===== config.mk =====
export PLATFORM = sky130hd
export DESIGN_NAME = mtm_count
export DESIGN_NICKNAME = d
export VERILOG_FILES = /design/src/hdl/mtm_count.sv
export SDC_FILE = /design/constraint.sdc
export NUM_CORES = 1
export LEC_CHECK = 0
export ABC_AREA = 1
export BUFFER_PORTS_ARGS = -buffer_cell sky130_fd_sc_hd__buf_2
export CAP_MARGIN = 20
export CORE_UTILIZATION = 40
export DETAILED_ROUTE_END_ITERATION = 12
export GPL_TIMING_DRIVEN = 0
export SYNTH_ARGS = -nofsm -noshare
export SYNTH_HDL_FRONTEND = slang
export SYNTH_SLANG_ARGS = --single-unit

===== constraint.sdc =====
create_clock -name clk_i -period 1.8 [get_ports clk_i]
set_input_delay 0.18 -clock clk_i [delete_from_list [all_inputs] [get_ports clk_i]]
set_output_delay 0.18 -clock clk_i [all_outputs]
set_load 0.005 [all_outputs]

===== src/hdl/mtm_count.sv =====
// ----------------------------------------------------------------------------
// mtm_count
// Per-task message count memory; a valid bit per task makes unwritten
// counts read as zero after reset.
// ----------------------------------------------------------------------------
module mtm_count #(
  parameter int unsigned Tasks = 16,
  parameter int unsigned AddrW = 4,
  parameter int unsigned CntW  = 5
) (
  input  logic             clk_i,
  input  logic             rst_ni,
  input  logic             re_i,
  input  logic [AddrW-1:0] raddr_i,
  output logic [CntW-1:0]  rdata_o,
  input  logic             we_i,
  input  logic [AddrW-1:0] waddr_i,
  input  logic [CntW-1:0]  wdata_i
);

  logic [CntW-1:0]  mem [Tasks];
  logic [Tasks-1:0] vld_q;
  logic [CntW-1:0]  rdata_q;
  logic             rvld_q;

  always_ff @(posedge clk_i) begin
    if (we_i) begin
      mem[waddr_i] <= wdata_i;
    end
    if (re_i) begin
      rdata_q <= mem[raddr_i];
    end
  end

  always_ff @(posedge clk_i or negedge rst_ni) begin
    if (!rst_ni) begin
      vld_q  <= '0;
      rvld_q <= 1'b0;
    end else begin
      if (we_i) begin
        vld_q[waddr_i] <= 1'b1;
      end
      if (re_i) begin
        rvld_q <= vld_q[raddr_i];
      end
    end
  end

  assign rdata_o = rvld_q ? rdata_q : '0;

endmodule


# [After elaboration in Yosys (flattened, before gate mapping)]
# Memories as Yosys holds them, arrays and structs flattened. A register that Yosys moved wholly into a read port is not among the register bits.
# Cells that the tools add are included.
# Widths: inputs -> output; s select.
[totals] elab_cells=15 mem_bits_rw=80 output_inout_bits=5 n_memories=1 ff_bits=17
[mem_list] name="mem" words=16 width=5 rd=1 rd_ports_with_merged_regs=1 write_ports=1 line="21" rtl="logic [CntW-1:0] mem [Tasks];"
[classes] n_reduce_logical=1 n_bitwise=1 magnitude_cmp=3 muxes=7
[ops] operator="$or 16x16->16" count=1
[ops] operator="$lt 4x5->1 const B" count=2
[ops] operator="$mux 5" count=1
[ops] operator="$bmux 1 s4" count=1
[ops] operator="$demux 1 s4" count=1
[ops] operator="$ge 4x1->1 const B" count=1
[ops] operator="$mux 1" count=4
[ops] operator="$logic_and 1x1->1" count=1

# [Longest topological paths before layout]
[depth] depth_word=5 depth_mapped=11

# [Worst setup path after synthesis]
# OpenSTA, ideal clock, no wires.
[synth_path] kind="input to register" start="input raddr_i[0]" end="register rdata_q[0] (read register of mem) (data pin)" arrival_ns=0.872 required_time_ns=1.547 n_path_buf=3 setup_time_ns=0.253 path_slack_ns=0.675 path_stages=8 path_cell_list="buf_6 > inv_6 > buf_12 > buf_12 > nor2_2 > o211ai_1 > nand3_1 > nand2_1"
[synth_lines] element="start, declared" line="14" rtl="input logic [AddrW-1:0] raddr_i,"
[synth_lines] element="end, declared" line="23" rtl="logic [CntW-1:0] rdata_q;"

==> results.toml <==
[grt]
grt.total_usage_pct = 18.3
use_met1_pct = 26.1
gr-total-overflow = 0
antenna_found_initial = 0
grt_pass1_vias = 2514
grtUsageMet3_pct = 3.93
grt_pass1_wl_um = 14500
grtUsageMet2_pct = 28.8
grt_max_degree = 18
grt_busiest_layer = "met2"

[power]
p_comb_share_pct = 9.4
ir_worst_vdd_mv = 0.455
clkPwrFrac_pct = 28.1
finalPower_mw = 4.36
p_sw_share_pct = 23.9
p_int_mw = 3.32
p_per_area_nw_per_um2 = 939
p_switching_mw = 1.04
power.leakage_nw = 1.66
power_frac_seq_pct = 62.5

[logic_synthesis]
synth.distinct_cells = 16
yosysMostFrequentCell = "edfxtp_1"
ys.flop_type = "edfxtp_1"
yosys.area_share.simple_pct = 16.4
muxShareOfSynthArea_pct = 0
synth_edf_count = 85
synth-seq-cells = 102
synth_area_leaders = "edfxtp_1 61%, dfrtp_1 10%, nor2_1 6.1%"
synth-async-reset-ratio_pct = 16.7
avgSynthCellArea_um2 = 12.0
mappedNetlistArea_um2 = 4210
synthesis.nets = 367
syn_inst = 350
synth_top_family_by_area = "simple AND/OR/NAND/NOR gates"
synthAdderAreaFrac_pct = 0
synth_compound_area_share_pct = 8.33
synth_top_cell_area_share_pct = 60.7
yosysWarnings = 0
synth_seq_area_share_pct = 70.8
synth_xor_area_share_pct = 0
yosys-top-cells-count = "85 x edfxtp_1, 68 x nor2_1, 40 x nand2_1, 40 x o21ai_0, 24 x nand3_1"
yosys.area.top_type = "edfxtp_1"

[layout]
diodes = 0
regArea_um2 = 2980
multi_input_area_um2 = 1040
area_growth_pct = 10.3
nNetsFinal = 398
fin_cells = 522
drive_above_1_share_pct = 14.8
fillCellCount = 978

[floorplanning]
dieArea_um2 = 10900
die_w_um = 105
num_rows = 37
ios = 22
core_area_um2 = 10300
start_util_pct = 40.9
die_height_um = 105

[clocking]
numCtsBuffers = 9
postCtsSetupBuffers = 0
cts_tree = "done"
cts_num_sinks = 102
clock_path_buffers = 2
h-tree-depth = 3
root_buffer = "clkbuf_8"
cts.clk_slew.worst_paths_ns = 0.09
clk_latency_ns = 0.36

[setup_path]
crit_path_end_kind = "flop"
cp_cell_sequence = "o21ai_0, o211ai_1, nand3_1, nand2_1"
cp_slowest_cell = "edfxtp_1"
startpoint_type = "flop"
crit_family = "compound AO/OA/AOI/OAI gates"
crit_buf_inv = 0
worstPathRequired_ns = 1.92
critPathMaxStageDelay_ns = 0.37
worstSetupPathType = "flop to flop"
path_max_fanout = 1
critical_path_arrival_ns = 1.47

[sta]
slew_violations = 0
skew_ns = 0.00646
worstMarginPinSlew_ns = 0.618
grt_setup_unrepaired = "no"
hold_viol = 0
fmax_ghz = 0.743
setup_viol = 0
post-route-period-util_pct = 74.7
fin_crit_ns = 1.35
slew-limit-headroom_pct = 58.6
setup-tns-final_ns = 0
holdWs_ns = 0.102

[placement]
dp_hpwl_um = 6510
gp_congestion = 0.802
numPortBuffers = 19
dp_cells = 505

[outcome]
status = "finished, final reports clean"

[route]
firstDrtPassIters = 7
drt_iter0_markers = 236
drt-total-wl_um = 9290
drc_errors = 0
drt-vias-per-instance = 4.95
ant_nets = 0
routedWlPerCell_um = 17.8
vias = 2586

[hold_path]
hp-class = "input pin to flop"

[run]
cap_violations = 0
-- power groups by stage --
stage | logic, mW | registers, mW | clock network, mW
2_1_floorplan | 0.252 | 2.76 | 0
3_3_place_gp | 0.404 | 2.77 | 0
3_5_place_dp | 0.411 | 2.77 | 0
4_1_cts | 0.415 | 2.72 | 1.24
5_1_grt | 0.463 | 2.74 | 1.36
6_report | 0.411 | 2.72 | 1.22
-- metal layers --
layer  part of all wire (%)  wire length [µm]  vias up
li1                       -                 -     1279
met1                     47              4350     1215
met2                     47              4340       82
met3                    5.5               510       10
met4                   0.91                85        0
met5                      0                 0        -
-- state kept, by name, indices dropped and copies added (netlist names) --
signal / cells
mem: 80
rdata_q: 5
rvld_q: 1
vld_q: 16
-- worst min-delay path, stage by stage --
cell	delay, ns
buf_2	0.14
nand2_1	0.07
nand2_1	0.04
-- cell families (layout without fill, tap and decap cells) --
| family | after synthesis | count (layout) |
|---|---|---|
| AO/OA/AOI/OAI | 60 | 60 |
| buffers and inverters | 30 | 66 |
| flip-flops | 102 | 102 |
| AND/OR/NAND/NOR | 158 | 158 |
-- final timing paths --
path	cells after the start	to	slack [ns]	start
setup / recovery	4	rdata_q[4]	0.45	mem[8][4]
hold / removal	3	rvld_q	0.10	re_i
setup reg to reg	4	rdata_q[4]	0.45	mem[8][4]
hold reg to reg	1	vld_q[3]	0.47	vld_q[3]
max in group asynchronous	2	vld_q[14]	1.18	rst_ni
min in group asynchronous	2	vld_q[10]	0.30	rst_ni
-- metrics by stage --
step	area (µm²)	utilization, %	setup WS (ns)
after floorplan	4210	-	0.675
after global placement	4470	43.5	0.305
after detailed placement	4470	43.5	0.295
after CTS	4640	45.1	0.517
after global routing	4640	45.1	0.389
final	4640	45.1	0.455
-- cell usage in the layout (no fill, tap or decap) --
cell type	n
clkbuf_8	9
clkinv_2	2
buf_6	4
inv_6	1
dlygate4sd3_1	1
nand2_1	40
nor2_2	10
o21ai_0	40
buf_2	26
inv_1	10
edfxtp_1	85
inv_2	2
nand3_1	24
clkinv_1	2
dfrtp_1	17
buf_12	2
clkbuf_1	6
o211ai_1	20
or2_1	16
nor2_1	68
clkinv_4	1
-- layout make-up --
type	count	area share, %
multi-input combinational	218	22.4
buffer	17	2.91
tap	136	3.67
sequential	102	64.2
clock inverter	5	0.566
clock buffer	11	2.83
timing repair buffer	20	2.27
inverter	13	1.16
-- repair_timing --
| item | CTS | global route |
|---|---|---|
| hold buffers | 1 | 0 |
| gates resized for setup | 0 | 0 |
| endpoints found under the setup margin | 0 | 0 |
| hold endpoints to repair | 17 | 0 |
No activity file was read; power rests on OpenSTA's default activity.
